==> src/sv/isfd_pkg.sv <==
// Shared constants, codes and types of the IMU serial frame decoder.
package isfd_pkg;

    // Frame layout
    localparam int unsigned FRAME_BYTES = 11;
    localparam int unsigned LAST_POS    = FRAME_BYTES - 1;
    localparam int unsigned POS_W       = $clog2(FRAME_BYTES + 1);
    localparam int unsigned BODY_BYTES  = 8;   // bytes 2..9
    localparam int unsigned BODY_W      = 8 * BODY_BYTES;

    localparam logic [7:0] SYNC_BYTE  = 8'h55;
    localparam logic [7:0] TYPE_ACCEL = 8'h51;
    localparam logic [7:0] TYPE_GYRO  = 8'h52;
    localparam logic [7:0] TYPE_ANGLE = 8'h53;
    localparam logic [7:0] TYPE_MAG   = 8'h54;
    localparam logic [7:0] TYPE_PRESS = 8'h56;
    localparam logic [7:0] TYPE_LONLAT = 8'h57;
    localparam logic [7:0] TYPE_GPS   = 8'h58;
    localparam logic [7:0] TYPE_QUAT  = 8'h59;
    localparam logic [7:0] TYPE_GPSACC = 8'h5A;

    // Result status codes
    localparam logic [1:0] STATUS_GOOD = 2'd0;
    localparam logic [1:0] STATUS_CSUM = 2'd1;
    localparam logic [1:0] STATUS_TYPE = 2'd2;

    // Result kind codes
    localparam logic [3:0] KIND_ACCEL  = 4'd0;
    localparam logic [3:0] KIND_GYRO   = 4'd1;
    localparam logic [3:0] KIND_ANGLE  = 4'd2;
    localparam logic [3:0] KIND_MAG    = 4'd3;
    localparam logic [3:0] KIND_PRESS  = 4'd4;
    localparam logic [3:0] KIND_LONLAT = 4'd5;
    localparam logic [3:0] KIND_GPS    = 4'd6;
    localparam logic [3:0] KIND_QUAT   = 4'd7;
    localparam logic [3:0] KIND_GPSACC = 4'd8;

    // Configuration registers
    localparam int unsigned CFG_IDX_W = 2;
    localparam logic [CFG_IDX_W-1:0] REG_ACCEL_FS = 2'd0;
    localparam logic [CFG_IDX_W-1:0] REG_GYRO_FS  = 2'd1;
    localparam logic [CFG_IDX_W-1:0] REG_ANGLE_FS = 2'd2;
    localparam logic [15:0] ACCEL_FS_RST = 16'd16;
    localparam logic [15:0] GYRO_FS_RST  = 16'd2000;
    localparam logic [15:0] ANGLE_FS_RST = 16'd180;

    // Result values
    localparam int unsigned VALUE_W = 40;

    // Degree split: x / 10^7 = (x >> 7) / 78125, estimated by a reciprocal
    // multiply that is at most one low, then fixed by one compare-subtract.
    localparam int unsigned DEG_DIV     = 10000000;
    localparam int unsigned DEG_SHIFT   = 7;
    localparam int unsigned DEG_ODD     = DEG_DIV >> DEG_SHIFT;
    localparam int unsigned RECIP_SHIFT = 32;
    localparam int unsigned RECIP       = 32'((64'd1 << RECIP_SHIFT) / DEG_ODD);
    localparam int unsigned RECIP_W     = 16;
    localparam int unsigned DIVIDEND_W  = 32 - DEG_SHIFT;
    localparam int unsigned RPROD_W     = DIVIDEND_W + RECIP_W;
    localparam int unsigned QUOT_W      = RPROD_W - RECIP_SHIFT;
    localparam int unsigned REM_W       = 25;

    // Scaled product: signed 16-bit word times unsigned 16-bit scale
    localparam int unsigned SPROD_W = 33;

    typedef logic signed [VALUE_W-1:0] t_value;

    typedef struct packed {
        logic [1:0]        status;
        logic [3:0]        kind;
        logic [BODY_W-1:0] body;    // frame byte 2 in bits [7:0]
    } t_frame_rec;

    typedef struct packed {
        logic [15:0] accel_fs;
        logic [15:0] gyro_fs;
        logic [15:0] angle_fs;
    } t_cfg;

endpackage

==> src/sv/isfd_queue.sv <==
// Two-entry frame queue between collector and decoder.
module isfd_queue (
    input  logic                 i_clk,
    input  logic                 i_rst_n,
    input  logic                 i_push,
    input  isfd_pkg::t_frame_rec i_rec,
    output logic                 o_full,
    input  logic                 i_pop,
    output logic                 o_valid,
    output isfd_pkg::t_frame_rec o_rec
);

    logic                 r_head_v, r_tail_v;
    isfd_pkg::t_frame_rec r_head, r_tail;
    logic                 pop;

    assign pop     = i_pop && r_head_v;
    assign o_full  = r_tail_v;
    assign o_valid = r_head_v;
    assign o_rec   = r_head;

    always_ff @(posedge i_clk) begin
        if (!i_rst_n) begin
            r_head_v <= 1'b0;
            r_tail_v <= 1'b0;
        end else begin
            if (pop) begin
                if (r_tail_v) begin
                    r_head   <= r_tail;
                    r_tail_v <= i_push;
                    r_tail   <= i_rec;
                end else begin
                    r_head_v <= i_push;
                    r_head   <= i_rec;
                end
            end else if (i_push) begin
                if (!r_head_v) begin
                    r_head_v <= 1'b1;
                    r_head   <= i_rec;
                end else begin
                    r_tail_v <= 1'b1;
                    r_tail   <= i_rec;
                end
            end
        end
    end

endmodule

==> config.mk <==
export PLATFORM = sky130hd
export DESIGN_NAME = isfd_queue
export DESIGN_NICKNAME = d
export VERILOG_FILES = /design/src/sv/isfd_pkg.sv /design/src/sv/isfd_queue.sv
export SDC_FILE = /design/constraint.sdc
export NUM_CORES = 1
export LEC_CHECK = 0
export ABC_CLOCK_PERIOD_IN_PS = 4200
export BUFFER_PORTS_ARGS = -buffer_cell sky130_fd_sc_hd__buf_2
export CORE_MARGIN = 1.5
export CORE_UTILIZATION = 27
export DETAILED_ROUTE_END_ITERATION = 8
export PLACE_DENSITY = 0.46
export SLEW_MARGIN = 15
export SYNTH_ARGS = -nofsm -noshare
export SYNTH_HDL_FRONTEND = slang
export SYNTH_SLANG_ARGS = --single-unit
==> constraint.sdc <==
create_clock -name i_clk -period 4.2 [get_ports i_clk]
set_clock_uncertainty 0.15 [all_clocks]
set_input_delay 0.21 -clock i_clk [delete_from_list [all_inputs] [get_ports i_clk]]
set_output_delay 0.21 -clock i_clk [all_outputs]
set_load 0.05 [all_outputs]
# After elaboration in Yosys (flattened, before gate mapping)
# Cells that the tools add are included.
[totals]
register_bits = 142
inputBits = 74
output_inout_bits = 72
elab_cells = 33
[op_classes]
eq_ne = 3
n_mux = 15
n_reduce_logical = 7
[ops]
columns = ["cell", "count"]
rows = [
  ["two-way mux 70 bit", 8],
  ["two-way mux 1 bit", 7],
  ["inequality test 2 bit, second input constant", 2],
  ["AND reduction 2 bit", 2],
  ["AND reduction 4 bit", 1],
  ["nonzero test 2 bit", 2],
  ["AND reduction 3 bit", 1],
  ["inequality test 2 x 1 -> 1 bit, second input constant", 1],
  ["logical AND 1 bit", 1],
]

# Depth between registers and ports, before layout
[depth]
word_depth = 3
depth_mapped = 3
depth_no_buf = 3

# Least setup slack after synthesis
# OpenSTA, ideal clock, no wires.
[synth_timing]
kind = "flip-flop to flip-flop"
start = "register r_head_v, in the netlist o_valid"
end = "register r_head (netlist bit o_rec[0]) (enable)"
setup_ps = 506
arrival_time_ps = 4019
required_ps = 3544
slack_ps = -475
path_stages_with_launch = 3
path_buffers = 0
synth_period_minus_slack_ps = 4675
path_cell_list = "dfxtp_1 > mux2i_1 > nor2b_1"
[synth_via]
elab_chain_len = 3
word_cells_on_any_way = 4
classes_between = "eq/ne (1); reduce/logical (3)"
[synth_lines]
columns = ["item", "line", "source"]
rows = [
  ["from (decl)", "isfd_queue.sv:13", "logic r_head_v, r_tail_v;"],
  ["from (signal assigned)", "isfd_queue.sv:33", "r_head_v <= i_push;"],
  ["logical AND 1 bit", "isfd_queue.sv:17", "assign pop = i_pop && r_head_v;"],
  ["inequality test 2 x 1 -> 1 bit (no source line) or nonzero test 2 bit (tied branches)", "--", ""],
  ["AND reduction 3 bit (no source line) *", "--", ""],
  ["to (signal assigned)", "isfd_queue.sv:29", "r_head <= r_tail;"],
  ["to (signal assigned)", "isfd_queue.sv:34", "r_head <= i_rec;"],
  ["to (signal assigned)", "isfd_queue.sv:39", "r_head <= i_rec;"],
  ["to (decl)", "isfd_queue.sv:14", "isfd_pkg::t_frame_rec r_head, r_tail;"],
]
# Mark *: on every way between the ends. The rest lies on a longest branch, timed or not.
# A chain may end at the register's enable or synchronous reset.

# Worst setup path after layout
[layout_timing]
start = "register r_head_v, in the netlist o_valid"
end = "register r_head (netlist bit o_rec[9]), data pin"
[layout_via]
elab_chain_len = 2
[layout_lines]
columns = ["item", "line", "source"]
rows = [
  ["logical AND 1 bit", "isfd_queue.sv:17", ""],
  ["two-way mux 70 bit", "isfd_queue.sv:27", "if (pop) begin"],
]
# No other way between the ends.

==> results.sh <==
export IMPL_outcome="finished clean"
export IMPL_cts_setup_buffers=0
export IMPL_layout_area_seq_um2=4240
export IMPL_finalCriticalPeriod_ps=2250
export IMPL_fraction_of_synthesized_area_in_multiplexers_pct=15.8
export IMPL_synth_compound_area_share_pct=0.358
export IMPL_most_common_cell_after_layout_fill_and_taps_aside="buf_2"
export IMPL_postSynth_asyncResetShare_pct=0
export IMPL_synthesis_instances=232
export IMPL_detail_route_wirelength_um=10600
export IMPL_ios=146
export IMPL_clk_pin_slew_ps=60
export IMPL_routed_via_density=4.01
export IMPL_worstPathArrival_ps=2260
export IMPL_multi_input_area_um2=922
export IMPL_slew_limit_headroom_pct=60.3
export IMPL_hold_path_startpoint="i_pop"
export IMPL_timing_final_max_slew_violations=0
export IMPL_finalWeightedCongestion=0.692
export IMPL_dp_hpwl_um=6660
export IMPL_wl_per_cell_um=14.3
export IMPL_ant_nets=0
export IMPL_worst_slew_pin_slew_ps=595
export IMPL_numCtsBuffers=17
export IMPL_route_vias_total=2960
export IMPL_grtUsageTotal_pct=11.3
export IMPL_rows=50
export IMPL_worst_skew_pair_late_latency_ps=410
export IMPL_rsz0062_at_grt="false"
export IMPL_grt_max_degree=39
export IMPL_grt_pass1_wl_um=17100
export IMPL_ff2ff_path_depth=3
export IMPL_clk_path_buf_depth=2
export IMPL_placed_insts=635
export IMPL_regToRegStartpoint="o_valid"
export IMPL_number_of_global_route_vias_before_repair=3283
export IMPL_synthAdderAreaFrac_pct=0
export IMPL_synth_largest_area_cell="edfxtp_1"
export IMPL_htreeDepth=4
export IMPL_path_class="reg -> reg"
export IMPL_min_delay_path_depth=4
export IMPL_detail_route_first_pass_iterations=4
export IMPL_critical_path_startpoint="o_valid"
export IMPL_design_die_area_um2=20300
export IMPL_layout_nets=540
export IMPL_max_freq_mhz=445
export IMPL_hold_path_class="in -> reg"
export IMPL_initial_antenna_violation_count=0
export IMPL_synthXorXnorAreaFrac_pct=0
export IMPL_largest_family_of_logic_cells_by_synthesized_area="multiplexers"
export IMPL_drc=0
export IMPL_synth_yosys_warnings=0
export IMPL_irDropWorstVdd_v=0.000253
export IMPL_synthesis_area_um2=5250
export IMPL_critical_path_max_fanout=36
export IMPL_antennaDiodeCount=0
export IMPL_sequential_area_share_after_synthesis_pct=80.9
export IMPL_fp_dieW_um=142
export IMPL_hold_viol=0
export IMPL_finalSetupTns_ps=0
export IMPL_clock_sinks=142
export IMPL_drt_first_iter_violations=136
export IMPL_area_growth_synth_to_final_pct=45.4
export IMPL_synthFlopType="edfxtp_1"
export IMPL_power_density_nw_per_um2=475
export IMPL_finalCritPeriodShare_pct=53.5
export IMPL_initial_core_util_pct=27.8
export IMPL_synth_seq_cells=142
export IMPL_simple_gate_fraction_of_synth_area_pct=1.10
export IMPL_cp_slowest_cell="buf_4"
export IMPL_cp_cell_sequence="nand3_4, buf_4, mux2_4"
export IMPL_timing_critical_path_to_type="register"
export IMPL_fillCellCount=1800
export IMPL_synthTopCellsByArea="edfxtp_1 (80%), mux2_2 (14%), clkbuf_8 (1.8%), mux2_4 (1.7%), dfxtp_1 (0.76%)"
export IMPL_critical_path_reg2reg_endpoint="o_rec[9]"
export IMPL_hold_path_end="o_valid"
export IMPL_rrSetupSlack_ps=1950
export IMPL_fin_util_pct=40.4
export IMPL_final_cell_mix="buf_2 (145), edfxtp_1 (140), dlygate4sd3_1 (72)"
export IMPL_number_of_max_cap_violations=0
export IMPL_buffer_ports_inserted=145
export IMPL_synth_enable_flop_cells=140
export IMPL_yosys_cell_types_count=15
export IMPL_gr_total_overflow=0
export IMPL_layout_drive_gt1_share_pct=52.6
export IMPL_clock_tree_from_tritoncts="done"
export IMPL_required_time_of_the_worst_setup_path_ps=4210
export IMPL_cpPeakStageDelay_ps=510
export IMPL_synthDominantCellAreaShare_pct=80.1
export IMPL_post_synthesis_net_count=306
export IMPL_cp_start_kind="register"
export IMPL_die_h_um=142
export IMPL_clock_tree_root="clkbuf_16"
export IMPL_synthesized_area_per_cell_um2=22.6
export IMPL_layout_cells_non_filler=739
export IMPL_setup_viol_count_final=0
export IMPL_p_leak_nw=2.89
export IMPL_core_region_area_um2=18900
-- flip-flops by register name, indices dropped and copies added, names as in the netlist --
name,cells
o_rec,70
o_full,1
o_valid,1
r_tail,70
-- worst max-delay path: cells and delay by family (launching register included) --
family                 cells  cell delay, ps
DFF                        1             470
buffers and inverters      1             510
and+or+nand+nor            1             490
muxes                      1             350
-- synthesized netlist by cell type, types with 2 or more instances --
cell type  count
mux2_4         6
clkbuf_8       7
a21oi_1        2
mux2_2        64
dfxtp_1        2
mux2i_1        2
nor2b_1        2
edfxtp_1     140
-- layout make-up --
cell class,count,share of cell area (%)
clock buffer,19,5.68
clock inverter,13,2.87
multi-input combinational,83,12.1
sequential,142,55.6
tap,260,4.27
timing repair buffer,222,19.5
-- logic make-up after synthesis --
| logic type | after synthesis |
|---|---|
| compound gates | 3 |
| buf+inv | 7 |
| flops | 142 |
| mux | 72 |
| simple gates | 8 |
-- timing repair --
action                                 CTS  global route
gates resized for setup                  0             0
hold buffers                            72             0
endpoints found under the hold margin  142             0
-- where the power goes --
part           total [mW]  internal [mW]  leakage, nW  switching (mW)
clock network        1.66           1.11        0.314           0.558
registers            1.63           1.62         1.31          0.0129
logic               0.331          0.128         1.27           0.204
total                3.63           2.85         2.89           0.774
-- per-layer routing --
layer | track usage, % | part of all wire (%) | vias to the layer above
li1 | - | - | 1391
met1 | 13.0 | 43 | 1468
met2 | 18.5 | 49 | 88
met3 | 4.85 | 7.0 | 13
met4 | 4.40 | 1.2 | 0
met5 | 0 | 0 | -
-- metrics by stage --
step                hold slack (ps)  total power [mW]  instance area, um^2  setup WS, ps
floorplan                       159              1.85                 5250           846
CTS                            49.0              3.68                 7630          1850
global placement                251              1.94                 6250          1930
detailed placement              250              1.94                 6250          1870
finish                         73.0              3.63                 7630          1950
global route                   89.0              3.77                 7630          1780
-- worst max-delay path by stage --
stage | endpoint | slack, ps | depth (start not counted)
2_1_floorplan | o_rec[0] | 850 | 2
3_3_place_gp | o_rec[10] | 1930 | 3
3_5_place_dp | o_rec[9] | 1870 | 3
4_1_cts | o_rec[9] | 1850 | 3
5_1_grt | o_rec[9] | 1780 | 3
6_report | o_rec[9] | 1950 | 3
Note: power is estimated with default switching activity, not from simulation.
