$ cat src/sv/isfd_pkg.sv
// Shared constants, codes and types of the IMU serial frame decoder.
package isfd_pkg;

    // Frame layout
    localparam int unsigned FRAME_BYTES = 11;
    localparam int unsigned LAST_POS    = FRAME_BYTES - 1;
    localparam int unsigned POS_W       = $clog2(FRAME_BYTES + 1);
    localparam int unsigned BODY_BYTES  = 8;   // bytes 2..9
    localparam int unsigned BODY_W      = 8 * BODY_BYTES;

    localparam logic [7:0] SYNC_BYTE  = 8'h55;
    localparam logic [7:0] TYPE_ACCEL = 8'h51;
    localparam logic [7:0] TYPE_GYRO  = 8'h52;
    localparam logic [7:0] TYPE_ANGLE = 8'h53;
    localparam logic [7:0] TYPE_MAG   = 8'h54;
    localparam logic [7:0] TYPE_PRESS = 8'h56;
    localparam logic [7:0] TYPE_LONLAT = 8'h57;
    localparam logic [7:0] TYPE_GPS   = 8'h58;
    localparam logic [7:0] TYPE_QUAT  = 8'h59;
    localparam logic [7:0] TYPE_GPSACC = 8'h5A;

    // Result status codes
    localparam logic [1:0] STATUS_GOOD = 2'd0;
    localparam logic [1:0] STATUS_CSUM = 2'd1;
    localparam logic [1:0] STATUS_TYPE = 2'd2;

    // Result kind codes
    localparam logic [3:0] KIND_ACCEL  = 4'd0;
    localparam logic [3:0] KIND_GYRO   = 4'd1;
    localparam logic [3:0] KIND_ANGLE  = 4'd2;
    localparam logic [3:0] KIND_MAG    = 4'd3;
    localparam logic [3:0] KIND_PRESS  = 4'd4;
    localparam logic [3:0] KIND_LONLAT = 4'd5;
    localparam logic [3:0] KIND_GPS    = 4'd6;
    localparam logic [3:0] KIND_QUAT   = 4'd7;
    localparam logic [3:0] KIND_GPSACC = 4'd8;

    // Configuration registers
    localparam int unsigned CFG_IDX_W = 2;
    localparam logic [CFG_IDX_W-1:0] REG_ACCEL_FS = 2'd0;
    localparam logic [CFG_IDX_W-1:0] REG_GYRO_FS  = 2'd1;
    localparam logic [CFG_IDX_W-1:0] REG_ANGLE_FS = 2'd2;
    localparam logic [15:0] ACCEL_FS_RST = 16'd16;
    localparam logic [15:0] GYRO_FS_RST  = 16'd2000;
    localparam logic [15:0] ANGLE_FS_RST = 16'd180;

    // Result values
    localparam int unsigned VALUE_W = 40;

    // Degree split: x / 10^7 = (x >> 7) / 78125, estimated by a reciprocal
    // multiply that is at most one low, then fixed by one compare-subtract.
    localparam int unsigned DEG_DIV     = 10000000;
    localparam int unsigned DEG_SHIFT   = 7;
    localparam int unsigned DEG_ODD     = DEG_DIV >> DEG_SHIFT;
    localparam int unsigned RECIP_SHIFT = 32;
    localparam int unsigned RECIP       = 32'((64'd1 << RECIP_SHIFT) / DEG_ODD);
    localparam int unsigned RECIP_W     = 16;
    localparam int unsigned DIVIDEND_W  = 32 - DEG_SHIFT;
    localparam int unsigned RPROD_W     = DIVIDEND_W + RECIP_W;
    localparam int unsigned QUOT_W      = RPROD_W - RECIP_SHIFT;
    localparam int unsigned REM_W       = 25;

    // Scaled product: signed 16-bit word times unsigned 16-bit scale
    localparam int unsigned SPROD_W = 33;

    typedef logic signed [VALUE_W-1:0] t_value;

    typedef struct packed {
        logic [1:0]        status;
        logic [3:0]        kind;
        logic [BODY_W-1:0] body;    // frame byte 2 in bits [7:0]
    } t_frame_rec;

    typedef struct packed {
        logic [15:0] accel_fs;
        logic [15:0] gyro_fs;
        logic [15:0] angle_fs;
    } t_cfg;

endpackage

$ cat src/sv/isfd_if.sv
// Channel interfaces: received bytes, decoded results, register writes.
interface isfd_in_if;
    logic       valid;
    logic       ready;
    logic [7:0] rx_byte;

    modport source (output valid, output rx_byte, input ready);
    modport sink   (input valid, input rx_byte, output ready);
endinterface


$ cat src/sv/isfd_collect.sv
// Front end: byte collection, checksum and type classification.
module isfd_collect (
    input  logic                 i_clk,
    input  logic                 i_rst_n,
    isfd_in_if.sink              i_rx,
    input  logic                 i_q_full,
    output logic                 o_push,
    output isfd_pkg::t_frame_rec o_rec
);

    localparam logic [isfd_pkg::POS_W-1:0] POS_LAST =
        isfd_pkg::POS_W'(isfd_pkg::LAST_POS);
    localparam logic [isfd_pkg::POS_W-1:0] POS_END =
        isfd_pkg::POS_W'(isfd_pkg::FRAME_BYTES);

    logic [isfd_pkg::POS_W-1:0] r_pos, n_pos;
    logic [7:0]                 r_sum, n_sum;
    logic [7:0]                 r_bytes [1:isfd_pkg::LAST_POS-1];

    logic                       accept;
    logic                       lead;
    logic                       active;
    logic [isfd_pkg::POS_W-1:0] pos_eff;
    logic [7:0]                 sum_eff;
    logic [7:0]                 b;

    assign i_rx.ready = !i_q_full;
    assign accept     = i_rx.valid && i_rx.ready;
    assign b          = i_rx.rx_byte;
    assign lead       = (b == isfd_pkg::SYNC_BYTE);
    assign pos_eff    = lead ? '0 : r_pos;
    assign sum_eff    = lead ? '0 : r_sum;
    assign active     = (pos_eff < POS_END);

    always_comb begin
        n_pos = r_pos;
        n_sum = r_sum;
        if (accept) begin
            n_pos = active ? pos_eff + 1'b1 : pos_eff;
            n_sum = (active && pos_eff < POS_LAST) ? sum_eff + b : sum_eff;
        end
    end

    always_ff @(posedge i_clk) begin
        if (!i_rst_n) begin
            r_pos <= '0;
            r_sum <= '0;
        end else begin
            r_pos <= n_pos;
            r_sum <= n_sum;
        end
    end

    // Byte 0 only feeds the sum; byte 10 is compared as it arrives
    always_ff @(posedge i_clk) begin
        if (accept && active && pos_eff != '0 && pos_eff < POS_LAST) begin
            r_bytes[pos_eff] <= b;
        end
    end

    assign o_push = accept && active && (pos_eff == POS_LAST);

    always_comb begin
        o_rec.status = isfd_pkg::STATUS_GOOD;
        o_rec.kind   = isfd_pkg::KIND_ACCEL;
        unique case (r_bytes[1])
            isfd_pkg::TYPE_ACCEL:  o_rec.kind = isfd_pkg::KIND_ACCEL;
            isfd_pkg::TYPE_GYRO:   o_rec.kind = isfd_pkg::KIND_GYRO;
            isfd_pkg::TYPE_ANGLE:  o_rec.kind = isfd_pkg::KIND_ANGLE;
            isfd_pkg::TYPE_MAG:    o_rec.kind = isfd_pkg::KIND_MAG;
            isfd_pkg::TYPE_PRESS:  o_rec.kind = isfd_pkg::KIND_PRESS;
            isfd_pkg::TYPE_LONLAT: o_rec.kind = isfd_pkg::KIND_LONLAT;
            isfd_pkg::TYPE_GPS:    o_rec.kind = isfd_pkg::KIND_GPS;
            isfd_pkg::TYPE_QUAT:   o_rec.kind = isfd_pkg::KIND_QUAT;
            isfd_pkg::TYPE_GPSACC: o_rec.kind = isfd_pkg::KIND_GPSACC;
            default:               o_rec.status = isfd_pkg::STATUS_TYPE;
        endcase
        if (o_rec.status == isfd_pkg::STATUS_GOOD && sum_eff != b) begin
            o_rec.status = isfd_pkg::STATUS_CSUM;
        end
        o_rec.body = {r_bytes[9], r_bytes[8], r_bytes[7], r_bytes[6],
                      r_bytes[5], r_bytes[4], r_bytes[3], r_bytes[2]};
    end

endmodule

$ cat src/flat_wrapper.sv
// flat-port wrapper written by rule: the top's interface ports become plain ports
module isfd_collect_flat 
  (i_clk, i_rst_n, i_q_full, o_push, o_rec, i_rx_valid, i_rx_rx_byte, i_rx_ready);
  isfd_in_if i_rx_i ();
  input  logic i_clk;
  input  logic i_rst_n;
  input  logic i_q_full;
  output logic o_push;
  output isfd_pkg::t_frame_rec o_rec;
  input wire logic [$bits(i_rx_i.valid)-1:0] i_rx_valid;
  input wire logic [$bits(i_rx_i.rx_byte)-1:0] i_rx_rx_byte;
  output wire logic [$bits(i_rx_i.ready)-1:0] i_rx_ready;
  assign i_rx_i.valid = i_rx_valid;
  assign i_rx_i.rx_byte = i_rx_rx_byte;
  assign i_rx_ready = i_rx_i.ready;
  isfd_collect u_core (.i_clk(i_clk), .i_rst_n(i_rst_n), .i_rx(i_rx_i), .i_q_full(i_q_full), .o_push(o_push), .o_rec(o_rec));
endmodule
$ cat config.mk
export PLATFORM = sky130hd
export DESIGN_NAME = isfd_collect_flat
export DESIGN_NICKNAME = d
export VERILOG_FILES = /design/src/sv/isfd_pkg.sv /design/src/sv/isfd_if.sv /design/src/sv/isfd_collect.sv /design/src/flat_wrapper.sv
export SDC_FILE = /design/constraint.sdc
export NUM_CORES = 1
export LEC_CHECK = 0
export BUFFER_PORTS_ARGS = -buffer_cell sky130_fd_sc_hd__buf_2
export CAP_MARGIN = 40
export CORE_MARGIN = 2
export CORE_UTILIZATION = 53
export DETAILED_ROUTE_END_ITERATION = 12
export GPL_ROUTABILITY_DRIVEN = 0
export PLACE_DENSITY_LB_ADDON = 0.25
export SYNTH_ARGS = -nofsm -noshare
export SYNTH_HDL_FRONTEND = slang
export SYNTH_SLANG_ARGS = --single-unit
$ cat constraint.sdc
create_clock -name i_clk -period 3.8 [get_ports i_clk]
set_clock_uncertainty 0.15 [all_clocks]
set_input_delay 0.38 -clock i_clk [delete_from_list [all_inputs] [get_ports i_clk]]
set_output_delay 0.38 -clock i_clk [all_outputs]
set_load 0.01 [all_outputs]
Word level (Yosys, flattened, before mapping)

Memories as Yosys holds them, arrays and structs flattened.
Index checks and enable logic that the tools add are counted.

Add/subtract/negate cells: 2
$lt $le $gt $ge: 2
Eq/ne operators: 12
Mux-type cells: 9
Reductions and logical operators: 11

Operator list:

| kind                  | count |
|---|---|
| $eq A8 B7 Y1 const B  | 10 |
| $pmux W4 S8           | 1 |
| $mux W8               | 2 |
| $reduce_or A9 Y1      | 1 |
| $add A8 B8 Y8         | 1 |
| $lt A4 B4 Y1 const B  | 2 |
| $mux W4               | 2 |
| $ne A8 B8 Y1          | 1 |
| $logic_and A1 B1 Y1   | 7 |
| $add A4 B1 Y4 const B | 1 |
| $eq A4 B4 Y1 const B  | 1 |
| $mux W2               | 2 |
| $reduce_bool A4 Y1    | 1 |
| $logic_not A2 Y1      | 1 |
| $mux W1               | 2 |
| $logic_not A1 Y1      | 1 |

Bits in registers: 12
Memory bits (writable): 72
Input port bits: 12
Output and inout bits: 72
Word-level logic and storage cells: 39
Memories: 1

Memory list:

| name           | words | width | rd ports | clocked after memory_dff | write ports | line               | RTL |
|---|---|---|---|---|---|---|---|
| u_core.r_bytes | 9     | 8     | 9        | 0                        | 1           | isfd_collect.sv:18 | `logic [7:0] r_bytes [1:isfd_pkg::LAST_POS-1];` |

Longest topological paths before layout

Gate-level depths: netlist of the first run.

Depth after elaboration: 8
Mapped depth: 12
Mapped depth without buffers: 11

Least setup slack after synthesis of the first run

OpenSTA, ideal clock, no wires.

Kind: input -> register
Start: input port i_rx_rx_byte[1]
End: memory u_core.r_bytes[8][0] (enable)
Setup time: 0.332 ns
Arrival time: 2.505 ns
Path slack: 0.813 ns
Cell stages on the path: 10
Path buffers: 1
Cell sequence: nor4b_4 -> nand4_4 -> clkbuf_1 -> nand2_1 -> inv_1 -> ha_1 -> or3_1 -> a31oi_4 -> and3_1 -> and2_1

Cells in the longest elaborated chain, start to end: 8

Ends and longest elaborated chain:

| what                              | line               | RTL |
|---|---|---|
| from (decl)                       | flat_wrapper.sv:11 | `input wire logic [$bits(i_rx_i.rx_byte)-1:0] i_rx_rx_byte;` |
| $eq A8 B7 Y1 *                    | isfd_collect.sv:30 | `assign lead = (b == isfd_pkg::SYNC_BYTE);` |
| $mux W4 *                         | isfd_collect.sv:31 | `assign pos_eff = lead ? '0 : r_pos;` |
| $lt A4 B4 Y1                      | isfd_collect.sv:33 | `assign active = (pos_eff < POS_END);` |
| $logic_and A1 B1 Y1 (3 in series) | isfd_collect.sv:56 | `if (accept && active && pos_eff != '0 && pos_eff < POS_LAST) begin` |
| $mux W1                           | isfd_collect.sv:56 |  |
| $mux W1 (not written as such)     | isfd_collect.sv:57 | `r_bytes[pos_eff] <= b;` |
| to (decl)                         | isfd_collect.sv:18 |  |

Mark *: on every way between the ends. The rest lies on a longest branch, timed or not.

Worst setup path after layout of the first run

Start: input port i_rx_rx_byte[4]
End: output port o_push

Cells in the longest elaborated chain, start to end: 5

Ends and longest elaborated chain:

| what                  | line               | RTL |
|---|---|---|
| $eq A8 B7 Y1 *        | isfd_collect.sv:30 |  |
| $mux W4 *             | isfd_collect.sv:31 |  |
| $lt A4 B4 Y1          | isfd_collect.sv:33 |  |
| $logic_and A1 B1 Y1   | isfd_collect.sv:61 | `assign o_push = accept && active && (pos_eff == POS_LAST);` |
| $logic_and A1 B1 Y1 * | isfd_collect.sv:61 |  |
| to (decl)             | flat_wrapper.sv:8  | `output logic o_push;` |

Marks and branches as above.

==> results by group, run 1 <==
Status
  • Status: complete, no violations

Clock network
  • Total CTS buffers: 9
  • CTS resizes: 0
  • Clock sinks: 84
  • Worst skew pair latency: around 0.35 ns
  • Max Root-Sink Buffers: 2
  • Root buf cell: clkbuf_8
  • Cts hold-fix bufs: 0
  • Post CTS Setup Buffer Count: 0
  • Clk slew on worst S/H paths: about 0.09 ns
  • CTS tree: done
  • H-Tree Depth: 3

Floorplan
  • Die Y: ~84 um
  • Rows: 29
  • Die W: roughly 84 um
  • DIE AREA: 0.00706 mm2
  • Core area: around 0.0063 mm2
  • Initial Util: 0.540
  • I/O Pins: 84

GRT
  • Vias in the first global route: around 2100
  • First-pass GRT wire length: between 10 and 15 mm
  • Largest net degree at the start of global routing: 20
  • Initial antenna violation count: 0
  • All-Layer GR Usage: 0.206
  • GR Overflow Total: 0

Setup path
  • CP endpoint kind: output pin
  • Critical path type: in2out
  • Crit Path Max Fanout: 19
  • Crit path required time: between 3 and 4 ns
  • Worst EP arrival: around 2.7 ns
  • Critical Path Start Type: primary input

Timing
  • FMAX: roughly 310 MHz
  • Final Slew Violations: 0
  • RSZ-0062 raised after global routing: false
  • Period utilization: 0.840
  • Post-layout minimum cycle time: roughly 3.2 ns
  • Hold Violations, Final: 0
  • Worst slew margin: 0.607
  • Worst Max-Slew Pin Slew: around 0.58 ns
  • TNS Setup: 0 ns
  • WHS: around 0.19 ns
  • Setup-failing EPs final: 0

Power and ir drop
  • Power Density: approximately 440 mW/mm2
  • Leak Pwr: between 1.5 and 2 nW
  • Worst IR Drop VDD: 0.000295 V

Placed design
  • DP HPWL: roughly 4.7 mm
  • IO Port Bufs: between 80 and 90
  • Dpl cells: a little under 400

Final layout
  • Layout area overhead: 21.5%
  • Commonest non-fill, non-tap cell in the layout: buf_2
  • Multi-input logic area: approximately 930 um2
  • Nets@finish: about 350
  • Most frequent cells in the layout: buf_2, edfxtp_1, nor2_1
  • Ant. Diodes: 0
  • Fin cells: between 400 and 500
  • Register area: between 0.002 and 0.0025 mm2
  • FILL cells: between 400 and 500
  • Layout cells sized above 1: 0.323

Route
  • Via density: between 5 and 6
  • DRT Pass-1 Iters: 4
  • Routed length per instance: about 17 um
  • Final ANT Viol Nets: 0
  • Number of remaining DRC errors: 0
  • Vias post-DR: approximately 2100
  • Routed WL: 6.87 mm
  • Initial drt markers: 119

Yosys
  • Synthesis Warnings: 0
  • Syn Inst Count: 231
  • Post-Syn Nets: about 260
  • Post-synthesis register bit count: 84
  • Synth Cell Area: around 0.0034 mm2
  • Sequential share of the synthesized area: 0.708
  • Unique masters post-synth: between 40 and 50
  • Post-synthesis area per instance: between 10 and 15 um2

Flow run
  • Max-Cap Viols: 0

Min path
  • Worst Hold Class: in2reg
-- final timing paths --
check,cells past startpoint,endpoint,slack [ns],startpoint
setup / recovery,10,o_push,0.61,i_rx_rx_byte[4]
hold reg to reg,2,u_core.r_sum[6],0.34,u_core.r_sum[6]
setup reg to reg,7,u_core.r_bytes[8][1],1.42,u_core.r_pos[1]
hold / removal,3,u_core.r_sum[5],0.19,i_rst_n
-- synth_stat cells, drive strengths merged --
cell type	n	area share
a211oi	3	0.0066
a21o	2	0.0044
a21oi	12	0.018
a311oi	1	0.0026
a31oi	4	0.012
and2	16	0.030
and3	1	0.0018
and4	1	0.0026
buf	1	0.0022
clkbuf	4	0.0044
clkinv	1	0.0011
dfxtp	12	0.071
edfxtp	72	0.64
fa	1	0.0059
ha	11	0.041
inv	9	0.010
mux2i	6	0.018
nand2	13	0.014
nand2b	1	0.0018
nand3	2	0.0030
nand4	1	0.0063
nand4bb	1	0.0033
nor2	17	0.019
nor2b	7	0.013
nor3	2	0.0030
nor3b	1	0.0022
nor4	1	0.0018
nor4b	3	0.012
o2111ai	1	0.0026
o211ai	1	0.0022
o21a	4	0.0089
o21ai	6	0.0089
o22ai	2	0.0037
o31a	1	0.0026
o32a	1	0.0030
or2	1	0.0018
or3	2	0.0037
or4b	1	0.0030
xnor2	3	0.0077
xor2	2	0.0052
-- logic make-up after synthesis --
kind of cell,share of synthesized area
DFF,0.708
adders and majority gates,0.0465
buffers and inverters,0.0177
and+or+nand+nor,0.122
AOI/OAI and AO/OA,0.0749
xor gates and xnor gates,0.0129
muxes,0.0177
-- where the power goes --
group / switching (W) / internal [W] / leakage (nW)
Combinational: 0.0000669 / 0.0000421 / 0.756
Sequential: 0.00000487 / 0.00101 / 0.745
Clock: 0.000353 / 0.000322 / 0.109
Total: 0.000424 / 0.00137 / 1.61
-- final cells by class --
class,count,share of cell area
clock buffer,9,0.0301
clock inverter,7,0.0225
inverter,10,0.00911
multi-input combinational,132,0.226
sequential,84,0.583
tap,77,0.0234
timing repair buffer,86,0.106
-- metal layers --
metal  track usage  part of all wire  vias up
li1              -                 -     1039
met1         0.264              0.43     1034
met2         0.343              0.51       61
met3        0.0396             0.044       10
met4        0.0894             0.015        0
met5             0                 0        -
-- flip-flops by register name, indices dropped and copies added, names as in the netlist --
signal          cells
u_core.r_bytes     72
u_core.r_sum        8
u_core.r_pos        4
-- critical path, cell delays in order --
cell	delay, ns
buf_2	0.25
nor4b_4	0.30
nand4_4	0.29
nand2_1	0.22
inv_1	0.10
ha_1	0.24
o21a_1	0.18
a21oi_1	0.31
and4_1	0.25
buf_2	0.13
-- stage by stage --
stage | util | power, W | setup WS [ns] | instance area [um2]
global placement | 0.622 | 0.00114 | 0.528 | 3900
floorplan | - | 0.00110 | 0.813 | 3390
detailed placement | 0.622 | 0.00114 | 0.407 | 3900
global route | 0.656 | 0.00185 | 0.396 | 4120
finish | 0.656 | 0.00179 | 0.610 | 4120
CTS | 0.656 | 0.00180 | 0.619 | 4120
No activity file was read; power rests on OpenSTA's default activity.
==> run 2, diff against run 1 <==
Clock period 3.8 ns to 3.19 ns, I/O delays scaled along.
==> run 2 against run 1 <==
  * Hold slack got worse by 0.054 ns
  * Power increased by 17%
  * Clock power rose by 11%
  * Die area is the same
  * Design area is 1.2% higher
  * Critical path depth increased by 1
  * Combinational power increased by 28%
  * Via count is 3.0% higher
  * Clock-buffer cell count is the same
  * Sequential cell count did not move
  * Non-clock buffer count rose by 9
  * Largest cell class unchanged
==> results by group, run 2 (synthesis results as in run 1) <==
Status
  • Status: complete, no violations (unchanged)

Setup path
  • Critical path cell sequence: buf_2, nor4b_4, nand4_4, nand2_1, inv_1, ha_1, buf_4, o21a_1, a21oi_1, and4_1, buf_2 (was buf_2, nor4b_4, nand4_4, nand2_1, inv_1, ha_1, o21a_1, a21oi_1, and4_1, buf_2)
  • Crit-path leading delay family: simple AND/OR/NAND/NOR gates (unchanged)
  • CP endpoint kind: output pin (unchanged)
  • Crit-path most repeated cell: buf_2 (unchanged)
  • Crit Path Max Fanout: 11 (was 19)
  • Crit path required time: 2.72 ns (was 3.27 ns)
  • Buf/Inv on CP: 4 (was 3)
  • Critical path type: in2out (unchanged)
  • Critical Path Start Type: primary input (unchanged)
  • Slowest stage delay, CP: 0.33 ns (was 0.31 ns)
  • CP max-delay cell: nor4b_4 (was a21oi_1)
  • Worst EP arrival: 2.36 ns (was 2.66 ns)

Timing
  • Worst slew margin: 0.642 (was 0.607)
  • Final WS setup: 0.359 ns (was 0.610 ns)
  • Post-layout minimum cycle time: between 2 and 3 ns
  • Worst Max-Slew Pin Slew: 0.529 ns (was 0.581 ns)
  • Setup-failing EPs final: 0 (unchanged)
  • RSZ-0062 raised after global routing: false (unchanged)
  • Period utilization: 0.887
  • TNS Setup: 0 ns (unchanged)
  • Hold Violations, Final: 0 (unchanged)
  • WHS: 0.135 ns (was 0.189 ns)
  • Final Slew Violations: 0 (unchanged)
  • FMAX: 353 MHz

Floorplan
  • Rows: 29 (unchanged)
  • Core area: 0.00628 mm2 (unchanged)
  • Die W: 84 um (unchanged)
  • I/O Pins: 84 (unchanged)
  • Die Y: 84 um (unchanged)
  • DIE AREA: 0.00706 mm2 (unchanged)
  • Initial Util: 0.540 (unchanged)

Clock network
  • CTS resizes: 0 (unchanged)
  • H-Tree Depth: 3 (unchanged)
  • Cts hold-fix bufs: 0 (unchanged)
  • Total CTS buffers: 9 (unchanged)
  • Worst skew pair latency: 0.35 ns (about the same)
  • Clock sinks: 84 (unchanged)
  • Max Root-Sink Buffers: 2 (unchanged)
  • Post CTS Setup Buffer Count: 0 (unchanged)
  • Clk slew on worst S/H paths: 0.08 ns (was 0.09 ns)
  • CTS tree: done (unchanged)
  • Root buf cell: clkbuf_8 (unchanged)

Route
  • Via density: 5.34 (was 5.29)
  • Vias post-DR: 2209 (was 2144)
  • Initial drt markers: 172 (was 119)
  • Routed WL: 7.11 mm (was 6.87 mm)
  • Routed length per instance: 17.2 um (was 17.0 um)
  • DRT Pass-1 Iters: 5 (was 4)
  • Number of remaining DRC errors: 0 (unchanged)
  • Final ANT Viol Nets: 0 (unchanged)

Flow run
  • Max-Cap Viols: 0 (unchanged)

Final layout
  • Nets@finish: 356 (was 347)
  • Max reg flops: 72 (unchanged)
  • FILL cells: 490 (was 471)
  • Final Instance Area: 0.00417 mm2 (was 0.00412 mm2)
  • Most frequent cells in the layout: buf_2, edfxtp_1, nor2_1 (unchanged)
  • Layout cells sized above 1: 0.338 (was 0.323)
  • Commonest non-fill, non-tap cell in the layout: buf_2 (unchanged)
  • Biggest regs: u_core.r_bytes x72, u_core.r_sum x8, u_core.r_pos x4 (unchanged)
  • Multi-input logic area: 930 um2 (unchanged)
  • Ant. Diodes: 0 (unchanged)
  • Layout area overhead: 22.9% (was 21.5%)
  • Register area: 0.00240 mm2 (unchanged)
  • Top reg by flops: u_core.r_bytes (unchanged)

GRT
  • First-pass GRT wire length: 11.0 mm (was 10.9 mm)
  • Vias in the first global route: 2112 (was 2091)
  • GR Overflow Total: 0 (unchanged)
  • Largest net degree at the start of global routing: 16 (was 20)
  • Initial antenna violation count: 0 (unchanged)
  • All-Layer GR Usage: 0.209 (was 0.206)

Power and ir drop
  • Worst IR Drop VDD: 0.000316 V (was 0.000295 V)
  • Power Density: 502 mW/mm2 (was 436 mW/mm2)
  • Leak Pwr: 1.64 nW (was 1.61 nW)

Placed design
  • Dpl cell area: 0.00397 mm2 (was 0.00390 mm2)
  • IO Port Bufs: 83 (unchanged)
  • Pre-CTS WS: 0.0604 ns (was 0.407 ns)
  • DP HPWL: 5.07 mm (was 4.69 mm)

Min path
  • Worst Hold Class: in2reg (unchanged)
-- run 2: final cells by class --
cell class,instances,share of cell area
Sequential cell,84,0.576
Clock inverter,7,0.0180
Timing Repair Buffer,95,0.121
Inverter,10,0.00900
Clock buffer,9,0.0297
Tap cell,77,0.0231
Multi-Input combinational cell,132,0.223
-- run 2: power breakdown --
group	switching, W	leakage [nW]	internal, W
Sequential	0.00000586	0.745	0.00120
Clock	0.000380	0.0992	0.000367
Combinational	0.0000837	0.800	0.0000564
-- run 2: worst reg2reg max path, stage by stage, from the launching register on --
cell and delay [ns]:
dfxtp_1 0.35, nand2_1 0.15, inv_1 0.09, ha_1 0.21, or3_1 0.35, a31oi_4 0.19
and3_1 0.23, and2_1 0.36
-- run 2: worst paths after layout --
| check | start | end | slack (ns) | depth (start not counted) |
|---|---|---|---|---|
| hold / removal | i_rst_n | u_core.r_sum[5] | 0.14 | 3 |
| setup / recovery | i_rx_rx_byte[5] | o_push | 0.36 | 11 |
| setup reg to reg | u_core.r_pos[1] | u_core.r_bytes[9][4] | 0.78 | 7 |
| hold reg to reg | u_core.r_sum[5] | u_core.r_sum[5] | 0.32 | 2 |
-- run 2: metrics by stage --
step           cells  power, W   util
2_1_floorplan    231   0.00131      -
3_3_place_gp     398   0.00137  0.633
3_5_place_dp     398   0.00137  0.633
4_1_cts          414   0.00211  0.664
5_1_grt          414   0.00216  0.664
6_report         414   0.00209  0.664
-- run 2: per-layer routing --
metal	part of all wire	track usage	routed length, um	up-vias
li1	-	-	-	1055
met1	0.42	0.277	2970	1056
met2	0.50	0.333	3560	84
met3	0.062	0.0504	441	14
met4	0.020	0.0836	139	0
met5	0	0	0	-
